[src/colormap_pixel_shader_top_assert.svh]
// Assertion macros used by the shader controller.
`ifndef COLORMAP_PIXEL_SHADER_TOP_ASSERT_SVH
`define COLORMAP_PIXEL_SHADER_TOP_ASSERT_SVH

// Same-cycle implication, disabled while reset is asserted.
`define CPS_ASSERT_IMP(label, clk, rst_n, ante, cons) \
    label: assert property (@(posedge clk) disable iff (!rst_n) (ante) |-> (cons)) \
        else $error("shader assertion failed");

// Next-cycle implication, disabled while reset is asserted.
`define CPS_ASSERT_NXT(label, clk, rst_n, ante, cons) \
    label: assert property (@(posedge clk) disable iff (!rst_n) (ante) |=> (cons)) \
        else $error("shader assertion failed");

`endif

[src/cps_pkg.sv]
package cps_pkg;

    localparam int DEF_MAX_WIDTH  = 256;
    localparam int DEF_MAX_HEIGHT = 256;
    localparam int DEF_MAP_DEPTH  = 256;

    // Field widths.
    localparam int MODE_W   = 2;
    localparam int COORD_W  = 8;
    localparam int PIX_W    = 32;
    localparam int CHAN_W   = 16;
    localparam int PLOT_W   = 9;
    localparam int CFG_SIZE_W = 9;
    localparam int CFG_IDX_W  = 3;
    localparam int CFG_DATA_W = 32;

    // Arithmetic widths: span and offset, product, dividend, quotient and ratio.
    localparam int SPAN_W = PIX_W + 1;
    localparam int PROD_W = CFG_SIZE_W + SPAN_W;
    localparam int NUM_W  = PROD_W + CHAN_W;
    localparam int QUO_W  = CFG_SIZE_W + CHAN_W;
    localparam int RATIO_W = CHAN_W + 1;

    // Input tdata layout.
    localparam int S_IDX_LSB = 0;
    localparam int S_X_LSB   = S_IDX_LSB + COORD_W;
    localparam int S_Y_LSB   = S_X_LSB + COORD_W;
    localparam int S_PIX_LSB = S_Y_LSB + COORD_W;
    localparam int S_R_LSB   = S_PIX_LSB + PIX_W;
    localparam int S_G_LSB   = S_R_LSB + CHAN_W;
    localparam int S_B_LSB   = S_G_LSB + CHAN_W;
    localparam int S_DATA_W  = 104;

    // Output tdata layout.
    localparam int M_PX_LSB = 0;
    localparam int M_PY_LSB = M_PX_LSB + PLOT_W;
    localparam int M_R_LSB  = M_PY_LSB + PLOT_W;
    localparam int M_G_LSB  = M_R_LSB + CHAN_W;
    localparam int M_B_LSB  = M_G_LSB + CHAN_W;
    localparam int M_DATA_W = 72;

    typedef enum logic [MODE_W-1:0] {
        MODE_MAP  = 2'd0,
        MODE_PIX  = 2'd1,
        MODE_READ = 2'd2
    } mode_t;

    typedef enum logic [CFG_IDX_W-1:0] {
        CFG_WIDTH  = 3'd0,
        CFG_HEIGHT = 3'd1,
        CFG_MAP    = 3'd2,
        CFG_LOWER  = 3'd3,
        CFG_UPPER  = 3'd4
    } cfg_idx_t;

    typedef struct packed {
        logic clear;
        logic wr_map;
        logic wr_pix;
        logic load_item;
        logic scan_start;
        logic scan;
        logic range;
        logic mul;
        logic div;
        logic post;
        logic map_next;
        logic blend;
        logic out_load;
    } cps_cmd_t;

    typedef struct packed {
        logic clear_last;
        logic stale;
        logic scan_done;
        logic div_done;
        logic out_free;
    } cps_status_t;

endpackage

[src/cps_ctrl.sv]
`include "colormap_pixel_shader_top_assert.svh"

module cps_ctrl (
    input  logic                        aclk,
    input  logic                        aresetn,
    input  logic                        s_tvalid,
    output logic                        s_tready,
    input  logic [cps_pkg::MODE_W-1:0]  s_tuser,
    input  cps_pkg::cps_status_t        status,
    output cps_pkg::cps_cmd_t           cmd
);
    import cps_pkg::*;

    typedef enum logic [10:0] {
        S_CLEAR = 11'b00000000001,
        S_IDLE  = 11'b00000000010,
        S_SCAN  = 11'b00000000100,
        S_PIXRD = 11'b00000001000,
        S_RANGE = 11'b00000010000,
        S_MUL   = 11'b00000100000,
        S_DIV   = 11'b00001000000,
        S_POST  = 11'b00010000000,
        S_MAPK  = 11'b00100000000,
        S_MAPK1 = 11'b01000000000,
        S_OUT   = 11'b10000000000
    } state_t;

    state_t state_reg, state_next;
    logic   blend_reg, blend_next;

    always_comb begin
        state_next = state_reg;
        blend_next = 1'b0;
        cmd        = '0;
        s_tready   = 1'b0;
        unique case (state_reg)
            S_CLEAR: begin
                cmd.clear = 1'b1;
                if (status.clear_last) begin
                    state_next = S_IDLE;
                end
            end
            S_IDLE: begin
                s_tready = 1'b1;
                if (s_tvalid) begin
                    unique case (mode_t'(s_tuser))
                        MODE_MAP: cmd.wr_map = 1'b1;
                        MODE_PIX: cmd.wr_pix = 1'b1;
                        MODE_READ: begin
                            cmd.load_item = 1'b1;
                            if (status.stale) begin
                                cmd.scan_start = 1'b1;
                                state_next = S_SCAN;
                            end else begin
                                state_next = S_PIXRD;
                            end
                        end
                        default: ;
                    endcase
                end
            end
            S_SCAN: begin
                cmd.scan = 1'b1;
                if (status.scan_done) begin
                    state_next = S_PIXRD;
                end
            end
            S_PIXRD: state_next = S_RANGE;
            S_RANGE: begin
                cmd.range = 1'b1;
                state_next = S_MUL;
            end
            S_MUL: begin
                cmd.mul = 1'b1;
                state_next = S_DIV;
            end
            S_DIV: begin
                cmd.div = 1'b1;
                if (status.div_done) begin
                    state_next = S_POST;
                end
            end
            S_POST: begin
                cmd.post = 1'b1;
                state_next = S_MAPK;
            end
            S_MAPK: state_next = S_MAPK1;
            S_MAPK1: begin
                cmd.map_next = 1'b1;
                blend_next = 1'b1;
                state_next = S_OUT;
            end
            S_OUT: begin
                // The first cycle here forms the channel products.
                cmd.blend = blend_reg;
                if (!blend_reg && status.out_free) begin
                    cmd.out_load = 1'b1;
                    state_next = S_IDLE;
                end
            end
            default: state_next = S_CLEAR;
        endcase
    end

    always_ff @(posedge aclk) begin
        if (!aresetn) begin
            state_reg <= S_CLEAR;
            blend_reg <= 1'b0;
        end else begin
            state_reg <= state_next;
            blend_reg <= blend_next;
        end
    end

    `CPS_ASSERT_IMP(a_load_needs_free, aclk, aresetn, cmd.out_load, status.out_free)
    `CPS_ASSERT_NXT(a_scan_clears_stale, aclk, aresetn, state_reg == S_SCAN && status.scan_done, !status.stale)
    `CPS_ASSERT_NXT(a_div_holds, aclk, aresetn, state_reg == S_DIV && !status.div_done, state_reg == S_DIV)

endmodule

[config.mk]
export PLATFORM = sky130hd
export DESIGN_NAME = cps_ctrl
export DESIGN_NICKNAME = d
export VERILOG_FILES = /design/src/cps_pkg.sv /design/src/cps_ctrl.sv
export VERILOG_INCLUDE_DIRS = /design/src /design/src/src
export SDC_FILE = /design/constraint.sdc
export NUM_CORES = 1
export LEC_CHECK = 0
export BUFFER_PORTS_ARGS = -buffer_cell sky130_fd_sc_hd__buf_2
export CELL_PAD_IN_SITES_DETAIL_PLACEMENT = 1
export CELL_PAD_IN_SITES_GLOBAL_PLACEMENT = 2
export CORE_ASPECT_RATIO = 0.8
export CORE_UTILIZATION = 32
export DETAILED_ROUTE_END_ITERATION = 6
export PLACE_DENSITY_LB_ADDON = 0.08
export SLEW_MARGIN = 0
export SYNTH_ARGS = -nofsm -noshare
export SYNTH_HDL_FRONTEND = slang
export SYNTH_SLANG_ARGS = --single-unit
[constraint.sdc]
create_clock -name aclk -period 2.31 [get_ports aclk]
set_clock_uncertainty 0.05 [all_clocks]
set_input_delay 0.231 -clock aclk [delete_from_list [all_inputs] [get_ports aclk]]
set_output_delay 0.231 -clock aclk [all_outputs]
set_load 0.01 [all_outputs]
==> reports/results.txt <==
status - complete, no violations
Top FF cell, synth - dfxtp_1
cell type with the largest total area after synthesis - dfxtp_1
# port buffers - 23
Worst Setup Start Kind - flip-flop
Final Max Slew Viols - 0
synthesized area per cell - 8.47 um2
Syn Nets - 119
CP Capture Type - primary output
grt met1 use - 31.9%
Largest register FFs - 11
post-synth design cell area - 923 um2
Synth-to-Final Area Change - 19.8%
library cells used by synthesis - 43
first-pass GRT wire length - 4550 um
Synth Register Bits - 12
Initial Util - 33.7%
CP max FO - 14
drt wl/cell - 15.8 um
P_leak - 0.516 nW
Reg2Reg Launch Point - state_reg[0]
M3 GR Usage - 4.72%
RR Endpoint - state_reg[10]
post-synth top area share - 26.0%
Clock Latency Late Sink - 280 ps
initial antenna violation count - 0
FF-to-FF setup slack - 480 ps
most crowded layer after global routing - met1
Pre-antenna DRT Iters - 4
Clk pwr share - 22.8%
fmax - 456 MHz
arrival time worst endpoint - 1910 ps
Slew headroom - 67.3%
Power, Total - 0.579 mW
H-tree depth - 1
DIE AREA - 0.00311 mm2
Placed Cells - 165
Core Area - 0.00274 mm2
CTS tree - built
CP Class - flip-flop to primary output
pwr dens - 523 mW/mm2
drt initial violations - 16
hold wc startpoint - aresetn
Die Ht - 50.0 um
commonest non-fill, non-tap cell in the layout - buf_2
DRC viols - 0
die span in x - 62.1 um
largest net degree at the start of global routing - 15
Reg clk slew, reported paths - 80 ps
Placer Congestion - 0.757
Final min period - 2190 ps
DRT antenna net count - 0
FFs w/ async S/R, synth - 0%
maximum vdd drop - 191 uV
DR vias/cell - 5.27
# setup viols final - 0
Hold Path End - state_reg[6]
CTS Sinks - 12
Seq/Total Area, Yosys - 26.0%
Required @ worst endpoint - 2030 ps
Post-layout nets - 143
switch share - 37.1%
Gate Count Post-Synth - 109
number of synthesized flops with an enable pin - 0
post-DP HPWL - 2080 um
antenna cell count - 0
synth warn - 0
worst hold stages - 2
commonest cells after routing, fill and taps aside - buf_2, nor2_1, dfxtp_1
Top Ports - 24
DR vias - 891
gr ovfl total - 0
Hold Buf Count CTS - 0
R2R depth - 4
met2 GRT Util - 27.5%
Tot GR Track Use - 20.2%
sequential share of power - 44.0%
worst hold-check path type - input pin to flip-flop
CTS buffer count - 3
Internal - 0.364 mW
top cells by area, synth - dfxtp_1, xor2_1, nor2_1
vias in the first global route - 886
# rows - 17
max-capacitance violation count - 0
final std cells w/o fill - 169
Switch Pwr - 0.215 mW
clock tree buffer depth - 2
Worst Max-Slew Pin Slew - 483 ps
Root Driver - clkbuf_4
final worst path period share - 94.9%
final wirelength - 2670 um
Comb pwr share - 33.2%
final-report hold violation count - 0
share of cells above drive strength 1 - 35.9%
[cell usage after synthesis (all sizes together), types with 2 or more instances]
| master | number |
|---|---|
| and2 | 2 |
| and3 | 5 |
| and4b | 2 |
| buf | 7 |
| dfxtp | 12 |
| inv | 4 |
| nand2 | 7 |
| nand3 | 4 |
| nand4 | 3 |
| nor2 | 11 |
| nor2b | 3 |
| nor3 | 7 |
| nor3b | 4 |
| nor4 | 5 |
| nor4b | 5 |
| o21a | 2 |
| o21ai | 3 |
| or4 | 2 |
| or4b | 2 |
| xor2 | 5 |
[critical path: stages, from the launching register on]
cell	delay, ps
dfxtp_1	460
or4_4	620
nor3_2	250
and3_1	180
buf_2	130
[worst max path at each step]
| stage | from | end | slack (ps) |
|---|---|---|---|
| detailed placement | state_reg[7] | cmd[11] | 410 |
| floorplan | state_reg[10] | cmd[11] | 490 |
| global placement | state_reg[0] | state_reg[1] | 450 |
| finish | state_reg[0] | cmd[1] | 120 |
| CTS | state_reg[7] | cmd[11] | 100 |
| global route | state_reg[0] | cmd[11] | -4 |
[routing by layer]
metal,up-vias,part of all wire (%)
met4,0,0.71
li1,453,-
met2,20,41
met1,414,54
met3,4,3.9
met5,-,0
[stage by stage]
| step | setup WS (ps) | hold slack [ps] | utilization [%] | instance area [um2] | setup TNS (ps) |
|---|---|---|---|---|---|
| after global placement | 446 | 475 | 38.7 | 1060 | 0 |
| after floorplan | 490 | 298 | - | 923 | 0 |
| after detailed placement | 412 | 479 | 38.7 | 1060 | 0 |
| after CTS | 96.5 | 183 | 39.5 | 1080 | 0 |
| after global routing | -3.66 | 177 | 40.3 | 1110 | -3.66 |
| final | 117 | 184 | 40.3 | 1110 | 0 |
[cell families (layout without fill, tap and decap cells)]
logic type,after synthesis,count (layout),synth area share (%)
xor gates and xnor gates,5,5,4.74
and+or+nand+nor,66,66,49.5
AOI/OAI and AO/OA,14,14,13.0
buffers and inverters,12,34,6.77
DFF,12,12,26.0
[repair_timing]
action | in CTS | in global routing
setup buffers | 0 | 1
setup endpoints to repair | 0 | 1
gates resized for setup | 0 | 4
[final cells by class]
cell class | instances | area, um2
fill | 336 | 1640
multi-input combinational | 85 | 634
sequential | 12 | 241
timing repair buffer | 27 | 145
tap | 38 | 47.5
clock buffer | 3 | 22.5
inverter | 4 | 15.0
[power groups by stage]
stage | logic (mW) | registers [mW] | clock network (mW)
final | 0.192 | 0.255 | 0.132
after global routing | 0.212 | 0.260 | 0.147
after CTS | 0.190 | 0.253 | 0.139
after detailed placement | 0.188 | 0.258 | 0
after global placement | 0.192 | 0.256 | 0
after floorplan | 0.169 | 0.229 | 0
No activity file was read; power rests on OpenSTA's default activity.
